File: config.mk
export PLATFORM = sky130hd
export DESIGN_NAME = matrix_multiply_nonzero_triplets
export DESIGN_NICKNAME = d
export VERILOG_FILES = /design/src/rtl/mmnt_pkg.sv /design/src/rtl/mmnt_dp.sv /design/src/rtl/mmnt_ctrl.sv /design/src/rtl/matrix_multiply_nonzero_triplets.sv
export VERILOG_INCLUDE_DIRS = /design/src /design/src/rtl
export SDC_FILE = /design/constraint.sdc
export NUM_CORES = 2
export LEC_CHECK = 0
export ABC_AREA = 0
export ABC_CLOCK_PERIOD_IN_PS = 7400
export BUFFER_PORTS_ARGS = -buffer_cell sky130_fd_sc_hd__buf_2
export CAP_MARGIN = 10
export CORE_ASPECT_RATIO = 1.1
export CORE_UTILIZATION = 30
export DETAILED_ROUTE_END_ITERATION = 8
export PLACE_DENSITY = 0.5
export REMOVE_ABC_BUFFERS = 1
export SYNTH_ARGS = -nofsm -noshare
export SYNTH_HDL_FRONTEND = slang
export SYNTH_SLANG_ARGS = --single-unit
File: constraint.sdc
create_clock -name clk_i -period 7.4 [get_ports clk_i]
set_clock_uncertainty 0.1 [all_clocks]
set_input_delay 1.11 -clock clk_i [delete_from_list [all_inputs] [get_ports clk_i]]
set_output_delay 1.11 -clock clk_i [all_outputs]
set_load 0.02 [all_outputs]
File: src/rtl/assert_macros.svh
// ----------------------------------------------------------------------------
// assertion helpers
// shared concurrent check macros, clocked on clk_i and idle while rst_ni is low
// ----------------------------------------------------------------------------
`ifndef ASSERT_MACROS_SVH
`define ASSERT_MACROS_SVH

// same-cycle implication
`define ASSERT_IMPL(name, ante, cons) \
  name: assert property (@(posedge clk_i) disable iff (!rst_ni) (ante) |-> (cons)) \
    else $error("%m: check failed");

// next-cycle implication
`define ASSERT_NEXT(name, ante, cons) \
  name: assert property (@(posedge clk_i) disable iff (!rst_ni) (ante) |=> (cons)) \
    else $error("%m: check failed");

`endif

File: src/rtl/mmnt_pkg.sv
// ----------------------------------------------------------------------------
// mmnt_pkg
// shared sizes, codes and controller-to-datapath types for the triplet multiplier
// ----------------------------------------------------------------------------
package mmnt_pkg;

  localparam int MaxDim      = 8;
  localparam int ElementBits = 16;

  localparam int IdxBits   = (MaxDim > 1) ? $clog2(MaxDim) : 1;
  localparam int AddrBits  = 2 * IdxBits;
  localparam int MemDepth  = 1 << AddrBits;
  localparam int ProdBits  = 2 * ElementBits;
  localparam int AccBits   = ProdBits + $clog2(MaxDim);

  // fixed field widths of the ports
  localparam int OpBits        = 2;
  localparam int IdxFieldBits  = 3;
  localparam int ElemFieldBits = 16;
  localparam int OutIdxBits    = 4;
  localparam int ValueBits     = 35;
  localparam int DimBits       = 4;
  localparam int CfgIdxBits    = 2;

  localparam logic [OpBits-1:0] OpWriteA  = 2'd0;
  localparam logic [OpBits-1:0] OpWriteB  = 2'd1;
  localparam logic [OpBits-1:0] OpCompute = 2'd2;

  localparam logic [CfgIdxBits-1:0] RegRowsUsed = 2'd0;
  localparam logic [CfgIdxBits-1:0] RegColsUsed = 2'd1;

  localparam logic [DimBits-1:0] DimReset = 4'd8;

  typedef struct packed {
    logic               wr_a;
    logic               wr_b;
    logic               rd_en;
    logic [IdxBits-1:0] i;
    logic [IdxBits-1:0] j;
    logic [IdxBits-1:0] k;
    logic               first;
    logic               last;
    logic               flush;
  } dp_cmd_t;

  typedef struct packed {
    logic pipe_busy;
  } dp_stat_t;

  // highest usable index for a dimension register, with 0 taken as 1
  function automatic logic [IdxBits-1:0] dim_last(logic [DimBits-1:0] v);
    logic [IdxBits-1:0] r;
    if (v == '0) begin
      r = '0;
    end else if (v > DimBits'(MaxDim)) begin
      r = IdxBits'(MaxDim - 1);
    end else begin
      r = IdxBits'(v - DimBits'(1));
    end
    return r;
  endfunction

endpackage

File: src/rtl/mmnt_dp.sv
// ----------------------------------------------------------------------------
// mmnt_dp
// element memories, multiply-accumulate pipeline and result staging
// ----------------------------------------------------------------------------
`include "assert_macros.svh"

module mmnt_dp (
  input  logic                                     clk_i,
  input  logic                                     rst_ni,
  input  mmnt_pkg::dp_cmd_t                        cmd_i,
  output mmnt_pkg::dp_stat_t                       stat_o,
  input  logic [mmnt_pkg::IdxFieldBits-1:0]        row_index_i,
  input  logic [mmnt_pkg::IdxFieldBits-1:0]        col_index_i,
  input  logic signed [mmnt_pkg::ElemFieldBits-1:0] element_value_i,
  output logic                                     result_valid_o,
  output logic [mmnt_pkg::OutIdxBits-1:0]          out_row_o,
  output logic [mmnt_pkg::OutIdxBits-1:0]          out_col_o,
  output logic signed [mmnt_pkg::ValueBits-1:0]    out_value_o,
  output logic                                     is_last_o,
  output logic                                     is_empty_o
);
  import mmnt_pkg::*;

  logic signed [ElementBits-1:0] mem_a [MemDepth];
  logic signed [ElementBits-1:0] mem_b [MemDepth];

  logic signed [ElementBits-1:0] wr_elem;
  logic [AddrBits-1:0]           wr_addr;
  logic [AddrBits-1:0]           rd_addr_a;
  logic [AddrBits-1:0]           rd_addr_b;

  logic signed [ElementBits-1:0] rd_a_q;
  logic signed [ElementBits-1:0] rd_b_q;
  logic                          s1_v_q;
  logic [IdxBits-1:0]            s1_i_q;
  logic [IdxBits-1:0]            s1_j_q;
  logic                          s1_first_q;
  logic                          s1_last_q;

  logic signed [ProdBits-1:0]    prod_q;
  logic                          s2_v_q;
  logic [IdxBits-1:0]            s2_i_q;
  logic [IdxBits-1:0]            s2_j_q;
  logic                          s2_first_q;
  logic                          s2_last_q;

  logic signed [AccBits-1:0]     acc_q;
  logic signed [AccBits-1:0]     acc_sum;
  logic                          entry_done;
  logic                          entry_nz;

  logic                          pend_v_q;
  logic [OutIdxBits-1:0]         pend_row_q;
  logic [OutIdxBits-1:0]         pend_col_q;
  logic signed [AccBits-1:0]     pend_val_q;

  logic                          out_v_q;
  logic [OutIdxBits-1:0]         out_row_q;
  logic [OutIdxBits-1:0]         out_col_q;
  logic signed [AccBits-1:0]     out_val_q;
  logic                          out_last_q;
  logic                          out_empty_q;

  assign wr_elem   = ElementBits'(element_value_i);
  assign wr_addr   = {row_index_i[IdxBits-1:0], col_index_i[IdxBits-1:0]};
  assign rd_addr_a = {cmd_i.i, cmd_i.k};
  assign rd_addr_b = {cmd_i.k, cmd_i.j};

  always_ff @(posedge clk_i) begin
    if (cmd_i.wr_a) begin
      mem_a[wr_addr] <= wr_elem;
    end
    if (cmd_i.rd_en) begin
      rd_a_q <= mem_a[rd_addr_a];
    end
  end

  always_ff @(posedge clk_i) begin
    if (cmd_i.wr_b) begin
      mem_b[wr_addr] <= wr_elem;
    end
    if (cmd_i.rd_en) begin
      rd_b_q <= mem_b[rd_addr_b];
    end
  end

  // stage tags travel alongside the read data and the product
  always_ff @(posedge clk_i) begin
    if (cmd_i.rd_en) begin
      s1_i_q     <= cmd_i.i;
      s1_j_q     <= cmd_i.j;
      s1_first_q <= cmd_i.first;
      s1_last_q  <= cmd_i.last;
    end
    if (s1_v_q) begin
      prod_q     <= rd_a_q * rd_b_q;
      s2_i_q     <= s1_i_q;
      s2_j_q     <= s1_j_q;
      s2_first_q <= s1_first_q;
      s2_last_q  <= s1_last_q;
    end
  end

  assign acc_sum    = (s2_first_q ? AccBits'(0) : acc_q) + AccBits'(prod_q);
  assign entry_done = s2_v_q && s2_last_q;
  assign entry_nz   = acc_sum != '0;

  always_ff @(posedge clk_i or negedge rst_ni) begin
    if (!rst_ni) begin
      s1_v_q   <= 1'b0;
      s2_v_q   <= 1'b0;
      acc_q    <= '0;
      pend_v_q <= 1'b0;
      out_v_q  <= 1'b0;
    end else begin
      s1_v_q  <= cmd_i.rd_en;
      s2_v_q  <= s1_v_q;
      out_v_q <= 1'b0;
      if (s2_v_q) begin
        acc_q <= acc_sum;
      end
      if (cmd_i.flush) begin
        out_v_q  <= 1'b1;
        pend_v_q <= 1'b0;
      end else if (entry_done && entry_nz) begin
        // the held entry goes out once a later nonzero entry shows it is not last
        out_v_q  <= pend_v_q;
        pend_v_q <= 1'b1;
      end
    end
  end

  always_ff @(posedge clk_i) begin
    if (cmd_i.flush) begin
      out_row_q   <= pend_v_q ? pend_row_q : '0;
      out_col_q   <= pend_v_q ? pend_col_q : '0;
      out_val_q   <= pend_v_q ? pend_val_q : '0;
      out_last_q  <= 1'b1;
      out_empty_q <= !pend_v_q;
    end else if (entry_done && entry_nz) begin
      out_row_q   <= pend_row_q;
      out_col_q   <= pend_col_q;
      out_val_q   <= pend_val_q;
      out_last_q  <= 1'b0;
      out_empty_q <= 1'b0;
      pend_row_q  <= OutIdxBits'(s2_i_q) + OutIdxBits'(1);
      pend_col_q  <= OutIdxBits'(s2_j_q) + OutIdxBits'(1);
      pend_val_q  <= acc_sum;
    end
  end

  assign stat_o.pipe_busy = s1_v_q | s2_v_q;

  assign result_valid_o = out_v_q;
  assign out_row_o      = out_row_q;
  assign out_col_o      = out_col_q;
  assign out_value_o    = ValueBits'(out_val_q);
  assign is_last_o      = out_last_q;
  assign is_empty_o     = out_empty_q;

  `ASSERT_IMPL(a_flush_drained, cmd_i.flush, !s1_v_q && !s2_v_q)
  `ASSERT_IMPL(a_empty_is_last, out_v_q && out_empty_q, out_last_q)
  `ASSERT_NEXT(a_nz_held, entry_done && entry_nz && !cmd_i.flush, pend_v_q)

endmodule

File: src/rtl/mmnt_ctrl.sv
// ----------------------------------------------------------------------------
// mmnt_ctrl
// request decode, dimension registers and the row/column/term sequencer
// ----------------------------------------------------------------------------
`include "assert_macros.svh"

module mmnt_ctrl (
  input  logic                              clk_i,
  input  logic                              rst_ni,
  input  logic                              start,
  output logic                              busy,
  input  logic [mmnt_pkg::OpBits-1:0]       operation_i,
  input  logic [mmnt_pkg::IdxFieldBits-1:0] row_index_i,
  input  logic [mmnt_pkg::IdxFieldBits-1:0] col_index_i,
  input  logic                              cfg_valid_i,
  output logic                              cfg_ready_o,
  input  logic [mmnt_pkg::CfgIdxBits-1:0]   cfg_index_i,
  input  logic [mmnt_pkg::DimBits-1:0]      cfg_data_i,
  output mmnt_pkg::dp_cmd_t                 cmd_o,
  input  mmnt_pkg::dp_stat_t                stat_i
);
  import mmnt_pkg::*;

  localparam logic [2:0] StIdle  = 3'd0;
  localparam logic [2:0] StRun   = 3'd1;
  localparam logic [2:0] StDrain = 3'd2;
  localparam logic [2:0] StFlush = 3'd3;
  localparam logic [2:0] StLast  = 3'd4;

  logic [2:0]         state_q, state_d;
  logic [IdxBits-1:0] i_q, i_d;
  logic [IdxBits-1:0] j_q, j_d;
  logic [IdxBits-1:0] k_q, k_d;
  logic [DimBits-1:0] rows_q;
  logic [DimBits-1:0] cols_q;
  logic [IdxBits-1:0] nr_last;
  logic [IdxBits-1:0] nc_last;
  logic               accept;
  logic               wr_in_range;

  assign nr_last     = dim_last(rows_q);
  assign nc_last     = dim_last(cols_q);
  assign busy        = state_q != StIdle;
  assign accept      = start && !busy;
  assign cfg_ready_o = 1'b1;
  assign wr_in_range = ({1'b0, row_index_i} < (IdxFieldBits + 1)'(MaxDim)) &&
                       ({1'b0, col_index_i} < (IdxFieldBits + 1)'(MaxDim));

  always_ff @(posedge clk_i or negedge rst_ni) begin
    if (!rst_ni) begin
      rows_q <= DimReset;
      cols_q <= DimReset;
    end else if (cfg_valid_i) begin
      case (cfg_index_i)
        RegRowsUsed: rows_q <= cfg_data_i;
        RegColsUsed: cols_q <= cfg_data_i;
        default: ;
      endcase
    end
  end

  always_comb begin
    state_d = state_q;
    i_d     = i_q;
    j_d     = j_q;
    k_d     = k_q;
    case (state_q)
      StIdle: begin
        if (accept && operation_i == OpCompute) begin
          state_d = StRun;
          i_d     = '0;
          j_d     = '0;
          k_d     = '0;
        end
      end
      StRun: begin
        if (k_q == nc_last) begin
          k_d = '0;
          if (j_q == nc_last) begin
            j_d = '0;
            if (i_q == nr_last) begin
              i_d     = '0;
              state_d = StDrain;
            end else begin
              i_d = i_q + IdxBits'(1);
            end
          end else begin
            j_d = j_q + IdxBits'(1);
          end
        end else begin
          k_d = k_q + IdxBits'(1);
        end
      end
      StDrain: begin
        if (!stat_i.pipe_busy) begin
          state_d = StFlush;
        end
      end
      StFlush: begin
        state_d = StLast;
      end
      StLast: begin
        state_d = StIdle;
      end
      default: begin
        state_d = StIdle;
      end
    endcase
  end

  always_ff @(posedge clk_i or negedge rst_ni) begin
    if (!rst_ni) begin
      state_q <= StIdle;
      i_q     <= '0;
      j_q     <= '0;
      k_q     <= '0;
    end else begin
      state_q <= state_d;
      i_q     <= i_d;
      j_q     <= j_d;
      k_q     <= k_d;
    end
  end

  always_comb begin
    cmd_o       = '0;
    cmd_o.wr_a  = accept && operation_i == OpWriteA && wr_in_range;
    cmd_o.wr_b  = accept && operation_i == OpWriteB && wr_in_range;
    cmd_o.rd_en = state_q == StRun;
    cmd_o.i     = i_q;
    cmd_o.j     = j_q;
    cmd_o.k     = k_q;
    cmd_o.first = k_q == '0;
    cmd_o.last  = k_q == nc_last;
    cmd_o.flush = state_q == StFlush;
  end

  `ASSERT_IMPL(a_run_reads, state_q == StRun, cmd_o.rd_en && !cmd_o.flush)
  `ASSERT_IMPL(a_no_write_busy, busy, !cmd_o.wr_a && !cmd_o.wr_b)
  `ASSERT_NEXT(a_flush_then_last, state_q == StFlush, state_q == StLast && busy)

endmodule

File: src/rtl/matrix_multiply_nonzero_triplets.sv
// ----------------------------------------------------------------------------
// matrix_multiply_nonzero_triplets
// dense 8x8 signed matrix product reported as (row, col, value) triplets
//
// requests enter on start while busy is low. operation 0 and 1 write one
// element of A or B in the accepting cycle and leave busy low, so writes go
// in at one per cycle. operation 2 raises busy from the next cycle until
// the final result is out: one multiply-accumulate per cycle through a read,
// multiply and accumulate pipeline fed by simple dual-port element memories.
// every nonzero entry comes out in row-major order as a one-cycle strobe on
// result_valid_o, one entry behind its computation; the last one is marked
// with is_last_o in the final busy cycle. an all-zero product gives a single
// strobe with is_empty_o and is_last_o set. results cannot be held off.
// the config channel (index 0 rows, 1 cols) is always ready; the user must
// write it only while busy is low; the block itself does not enforce this.
// reset sets both dimensions to 8 and leaves the element memories unwritten.
// ----------------------------------------------------------------------------
module matrix_multiply_nonzero_triplets (
  input  logic                                      clk_i,
  input  logic                                      rst_ni,
  input  logic                                      start,
  output logic                                      busy,
  input  logic [mmnt_pkg::OpBits-1:0]               operation_i,
  input  logic [mmnt_pkg::IdxFieldBits-1:0]         row_index_i,
  input  logic [mmnt_pkg::IdxFieldBits-1:0]         col_index_i,
  input  logic signed [mmnt_pkg::ElemFieldBits-1:0] element_value_i,
  input  logic                                      cfg_valid_i,
  output logic                                      cfg_ready_o,
  input  logic [mmnt_pkg::CfgIdxBits-1:0]           cfg_index_i,
  input  logic [mmnt_pkg::DimBits-1:0]              cfg_data_i,
  output logic                                      result_valid_o,
  output logic [mmnt_pkg::OutIdxBits-1:0]           out_row_o,
  output logic [mmnt_pkg::OutIdxBits-1:0]           out_col_o,
  output logic signed [mmnt_pkg::ValueBits-1:0]     out_value_o,
  output logic                                      is_last_o,
  output logic                                      is_empty_o
);
  import mmnt_pkg::*;

  dp_cmd_t  cmd;
  dp_stat_t stat;

  mmnt_ctrl u_ctrl (
    .clk_i       (clk_i),
    .rst_ni      (rst_ni),
    .start       (start),
    .busy        (busy),
    .operation_i (operation_i),
    .row_index_i (row_index_i),
    .col_index_i (col_index_i),
    .cfg_valid_i (cfg_valid_i),
    .cfg_ready_o (cfg_ready_o),
    .cfg_index_i (cfg_index_i),
    .cfg_data_i  (cfg_data_i),
    .cmd_o       (cmd),
    .stat_i      (stat)
  );

  mmnt_dp u_dp (
    .clk_i           (clk_i),
    .rst_ni          (rst_ni),
    .cmd_i           (cmd),
    .stat_o          (stat),
    .row_index_i     (row_index_i),
    .col_index_i     (col_index_i),
    .element_value_i (element_value_i),
    .result_valid_o  (result_valid_o),
    .out_row_o       (out_row_o),
    .out_col_o       (out_col_o),
    .out_value_o     (out_value_o),
    .is_last_o       (is_last_o),
    .is_empty_o      (is_empty_o)
  );

endmodule
# Word level (Yosys, flattened, before mapping)
# Memory sizes are Yosys's and may differ from the RTL's. A register that Yosys moved wholly into a read port is not among the register bits.
# Cells that the tools add are included.
[word_totals]
mem_bits_rw = 2048
mem_count = 2
input_bits = 34
elab_cells = 122
ff_bits = 195
[mem_list]
columns = ["memory", "depth", "word_bits", "read_ports", "rd_clocked_by_memory_dff", "wr", "line", "source"]
rows = [
  ["u_dp.mem_a", 64, 16, 1, 1, 1, "mmnt_dp.sv:24", "logic signed [ElementBits-1:0] mem_a [MemDepth];"],
  ["u_dp.mem_b", 64, 16, 1, 1, 1, "mmnt_dp.sv:25", "logic signed [ElementBits-1:0] mem_b [MemDepth];"],
]
[op_classes]
addsub = 8
bitwise = 2
order_cmp = 2
multipliers = 1
eq_ne = 14
n_reduce_logical = 25
n_mux = 40
[ops]
columns = ["op", "n"]
rows = [
  ["$mux 35", 4],
  ["$mux 3", 16],
  ["$add 35x32->35", 1],
  ["$reduce_bool 35->1", 1],
  ["$mul 16x16->32", 1],
  ["$mux 4", 6],
  ["$pmux 3 s2", 3],
  ["$pmux 3 s4", 1],
  ["$mux 1", 10],
  ["$add 3x1->3 const B", 3],
  ["$eq 3x3->1", 3],
  ["$add 3x1->4 const B", 2],
  ["$gt 4x4->1 const B", 2],
  ["$logic_not 4->1", 2],
  ["$ne 2x2->1 const B", 4],
  ["$reduce_and 2->1", 4],
  ["$eq 3x2->1 const B", 2],
  ["$logic_and 1x1->1", 6],
  ["$logic_not 3->1", 2],
  ["$sub 3x1->3 const B", 2],
  ["$reduce_and 5->1", 1],
  ["$eq 2x1->1 const B", 2],
  ["$logic_not 2->1", 2],
  ["$reduce_and 4->1", 1],
  ["9 further kinds", 11],
]

# Logic depth before layout (Yosys ltp)
[logic_depth]
word_depth = 8
ltp_mapped = 25

# Modules after synthesis
# From an unflattened synthesis, not the netlist that was laid out.
[unflattened]
hier_cells = 5005
area_unflattened_um2 = 98829.8
[by_module_without_submodules]
columns = ["module", "instances", "area_each_um2", "cells_per_inst", "seq_area_each_um2"]
rows = [
  ["mmnt_dp", 1, 97333.4, 4849, 67509.7],
  ["mmnt_ctrl", 1, 1496.4, 156, 503.0],
]

# Least setup slack after synthesis
# No wires, ideal clock.
[synth_timing]
path_kind = "flip-flop to flip-flop"
startpoint = "register u_dp.rd_b_q[7] (read register of u_dp.mem_b)"
endpoint = "register u_dp.prod_q[31] (data pin)"
setup_time_ps = 260
arrival_time_ps = 6272
synth_period_minus_slack_ps = 6632
stages_incl_launch_ff = 25
setup_slack_ps = 768
cell_sequence = "edfxtp_1 -> clkbuf_1 -> nand2_1 -> fa_1 -> inv_1 -> fa_1 -> inv_1 -> fa_1 -> inv_1 -> fa_1 -> fa_1 -> inv_1 -> fa_1 -> inv_1 -> ha_1 -> a21o_1 -> a21oi_1 -> o21ai_0 -> a211oi_1 -> nor2_1 -> nor4bb_1 -> o31ai_1 -> or4b_2 -> a31oi_1 -> xnor2_1"
[synth_via]
elab_chain_cells = 1
[synth_rtl]
columns = ["item", "line", "source"]
rows = [
  ["start: declaration", "mmnt_dp.sv:33", "logic signed [ElementBits-1:0] rd_b_q;"],
  ["$mul 16x16->32", "mmnt_dp.sv:96", "prod_q <= rd_a_q * rd_b_q;"],
  ["end signal: assignment", "mmnt_dp.sv:96", ""],
  ["end: declaration", "mmnt_dp.sv:40", "logic signed [ProdBits-1:0] prod_q;"],
]
# No other way between the ends.
# A chain may end at the register's enable or synchronous reset.

# Worst setup path after layout
[layout_timing]
startpoint = "register u_dp.rd_b_q[4] (read register of u_dp.mem_b)"
endpoint = "register u_dp.prod_q[31] (data pin)"
# Same word-level chain as after synthesis.

==> summary.txt <==
Detailed routing
  – Drt first pass iters: 5
  – Drt drc: 0
  – Routed WL per cell: 24.9 um
  – Final WL: 244000 um
  – Via count: 46900
  – Antenna Nets Post-Route: 0
  – Vias/cell: 4.80
  – First DRT Iteration DRCs: 3965

Outcome
  – Status: finished, final reports clean

Layout
  – # nets final: 5664
  – Post-Layout Cell Count: 9778
  – Most common cell after layout, fill and taps aside: edfxtp_1
  – Multi-input logic area: 0.0283 mm2
  – Commonest cells after routing, fill and taps aside: edfxtp_1, mux4_2, inv_1
  – P&R area growth vs syn: 15.1%
  – Sequential cell area: 0.0680 mm2
  – Number of fill cells: 30400
  – Final core utilization: 0.347
  – Layout cells sized above 1: 0.260

Timing
  – Slew headroom: 0.235
  – Period utilization: 0.929
  – Hold Vio Cnt, Final: 0
  – Slew Limit Fails: 0
  – Unrepaired setup endpoints after global routing: no
  – Setup TNS Final: 0 ps
  – F_max: 145 MHz
  – Fin crit period: 6880 ps
  – Worst Tran Pin Value: 1150 ps
  – Final setup fails: 0
  – WHS: 314 ps

Run
  – MaxCap Viol Count: 0

Synth
  – Cells after Synth: 4931
  – Count of cell types in the netlist: 79
  – Syn avg cell area: 19.9 um2
  – Flop and latch count out of synthesis: 2275
  – Mapped Area: 0.0983 mm2
  – Async set or reset register ratio after synthesis: 0.0259
  – Synth Flop Type: edfxtp_1
  – Number of flops mapped to enable cells by yosys: 2215
  – Synth warn: 0
  – Sequential-to-total area share from yosys stat: 0.692

Global route
  – Number of global-route vias before repair: 49900
  – Initial antenna violation count: 31
  – Total track usage: 0.148
  – Largest net degree at the start of global routing: 116
  – First-pass GRT wire length: 355000 um
  – Gr ovfl total: 0

Clock network
  – Max Buffers Root-to-Sink: 4
  – Worst skew pair latency: 910 ps
  – Num CTS Buffers: 239
  – CTS tree: yes
  – H-tree Lvls: 4
  – Clock Pin Slew Worst Setup and Hold Paths: 60 ps
  – Clk root buf: clkbuf_16
  – Clock net sink count: 2275

Setup path
  – WP buf/inv: 3
  – Top Family by Delay on Critical Path: adder cells
  – Worst-case reg-to-reg path depth: 20
  – RR Startpoint: u_dp.rd_b_q[4]$_DFFE_PP_
  – Worst Path Class, Setup: reg -> reg
  – Worst-path fanout max: 9
  – CP endpoint kind: flop
  – Stages on worst setup path: 20
  – Cell Chain, Critical Path: buf_4, and2_1, fa_1, inv_1, fa_1, fa_1, inv_1, ha_1, fa_1, fa_1, ha_1, a2111oi_0, o21ai_0, a211oi_1, nor2_1, nor4bb_2, o31ai_1, or4b_2, a31oi_1, xnor2_1
  – Flop2flop setup slack: 520 ps
  – Critical Path AT: 7380 ps
  – CP required: 7900 ps
  – CP startpoint kind: flop
  – Reg2reg end: u_dp.prod_q[31]$_DFFE_PP_
  – Most numerous cell on the critical path: fa_1
  – Critical Path Slowest Stage Cell: or4b_2
  – Delay of the slowest critical-path stage: 630 ps

Floorplan
  – Row Count: 220
  – Die X: 548 um
  – DIE AREA: 0.330 mm2
  – Core Region: 0.326 mm2
  – Starting Density: 0.301
  – Die Span Y: 602 um
  – Num ports: 82

Place
  – Placer Congestion: 0.802
  – Post-Place Cells: 9324
  – Dpl hpwl: 151000 um
  – IO buf count: 80

Worst hold path
  – Hold crit path type: reg -> reg
  – WHS Path Cells: 0
  – Hold Path Origin: u_dp.s1_j_q[2]$_DFFE_PP_
  – Hold EP: u_dp.s2_j_q[2]$_DFFE_PP_
## layout make-up
class | count | share of cell area
Antenna cell | 9 | 0.000199
Clock buffer | 286 | 0.0554
Tap cell | 4329 | 0.0479
Multi-Input combinational cell | 2119 | 0.250
Inverter | 316 | 0.0105
Clock inverter | 152 | 0.0149
Timing Repair Buffer | 292 | 0.0194
Sequential cell | 2275 | 0.602
## kinds of logic after synthesis
family | count (synthesis) | share of synthesized area
flip-flops | 2275 | 0.692
multiplexers | 716 | 0.159
AND/OR/NAND/NOR | 707 | 0.0364
buffers and inverters | 537 | 0.0206
adder cells (fa/ha/maj) | 390 | 0.0697
AO/OA/AOI/OAI | 240 | 0.0163
XOR/XNOR | 65 | 0.00579
other | 1 | 0.0000382
## cell usage after synthesis, types with 5 or more instances
| master | count | area (um2) |
|---|---|---|
| mux4_2 | 672 | 15100 |
| xor2_1 | 21 | 184 |
| and2_1 | 137 | 857 |
| clkbuf_1 | 150 | 563 |
| nand3_1 | 20 | 100 |
| a21oi_1 | 55 | 275 |
| a21o_1 | 30 | 225 |
| or3_1 | 8 | 50.1 |
| nand4_1 | 11 | 68.8 |
| a31oi_1 | 10 | 62.6 |
| buf_1 | 69 | 259 |
| xnor2_1 | 44 | 385 |
| mux2_2 | 42 | 473 |
| inv_1 | 316 | 1190 |
| o21bai_1 | 8 | 60.1 |
| nand2b_1 | 19 | 119 |
| and3_1 | 10 | 62.6 |
| or3b_2 | 6 | 52.6 |
| o21ai_0 | 59 | 295 |
| nor2b_1 | 88 | 551 |
| dfrtp_1 | 57 | 1430 |
| fa_1 | 263 | 5270 |
| o21a_1 | 8 | 60.1 |
| nor4_1 | 6 | 37.5 |
| nor2_1 | 185 | 694 |
| a211oi_1 | 12 | 90.1 |
| o211ai_1 | 10 | 75.1 |
| nor3_1 | 13 | 65.1 |
| ha_1 | 124 | 1550 |
| edfxtp_1 | 2215 | 66500 |
| nand3b_1 | 10 | 75.1 |
| o31ai_1 | 5 | 37.5 |
| nand2_1 | 170 | 638 |
## sequential cells by signal, summed over array words and instances, names as in the netlist, 3 cells and up
register          count
u_ctrl.cols_q         4
u_ctrl.i_q            3
u_ctrl.j_q            3
u_ctrl.k_q            3
u_ctrl.rows_q         4
u_ctrl.state_q        3
u_dp.acc_q           35
u_dp.mem_a         1024
u_dp.mem_b         1024
u_dp.out_col_o        4
u_dp.out_row_o        4
u_dp.out_value_o     35
u_dp.pend_col_q       4
u_dp.pend_row_q       4
u_dp.pend_val_q      35
u_dp.prod_q          32
u_dp.rd_a_q          16
u_dp.rd_b_q          16
u_dp.s1_i_q           3
u_dp.s1_j_q           3
u_dp.s2_i_q           3
u_dp.s2_j_q           3
## per-stage QoR
| step | area [um2] | setup slack, ps |
|---|---|---|
| 2_1_floorplan | 97400 | -4920 |
| 3_3_place_gp | 105000 | 329 |
| 3_5_place_dp | 105000 | 341 |
| 4_1_cts | 113000 | 414 |
| 5_1_grt | 113000 | 113 |
| 6_report | 113000 | 523 |
## per-layer routing
layer	vias to the layer above	global-route usage	wire length, um
met5	-	0	13
met4	2	0.0421	6570
met3	310	0.0229	12800
met2	1124	0.246	119000
met1	25400	0.200	105000
li1	20100	-	-
## what timing repair did
| item | in CTS | in global routing |
|---|---|---|
| hold endpoints to repair | 8 | 0 |
| buffers inserted | 0 | 5 |
| endpoints found under the setup margin | 0 | 1 |
| gates resized for setup | 0 | 1 |
| hold buffers | 1 | 0 |
## worst register-to-register path: cells and delay by family, from the launching register on
family | cells | cell delay, ps
compound gates | 5 | 1310
xor+xnor | 1 | 90
fa+ha+maj | 7 | 3110
buf+inv | 3 | 320
flops | 1 | 510
simple gates | 4 | 1220
## worst max-delay path by stage
stage	startpoint	end	slack (ps)
2_1_floorplan	u_ctrl.k_q[0]$_DFFE_PN0P_	u_dp.rd_a_q[0]$_DFFE_PP_	-4920
3_3_place_gp	u_dp.rd_a_q[7]$_DFFE_PP_	u_dp.prod_q[31]$_DFFE_PP_	330
3_5_place_dp	u_dp.rd_b_q[4]$_DFFE_PP_	u_dp.prod_q[31]$_DFFE_PP_	340
4_1_cts	u_dp.rd_b_q[4]$_DFFE_PP_	u_dp.prod_q[31]$_DFFE_PP_	410
5_1_grt	u_dp.rd_b_q[4]$_DFFE_PP_	u_dp.prod_q[31]$_DFFE_PP_	110
6_report	u_dp.rd_b_q[4]$_DFFE_PP_	u_dp.prod_q[31]$_DFFE_PP_	520
Power is not shown: default switching activity piles up to over one toggle a cycle in this logic, so the estimate is an artifact.
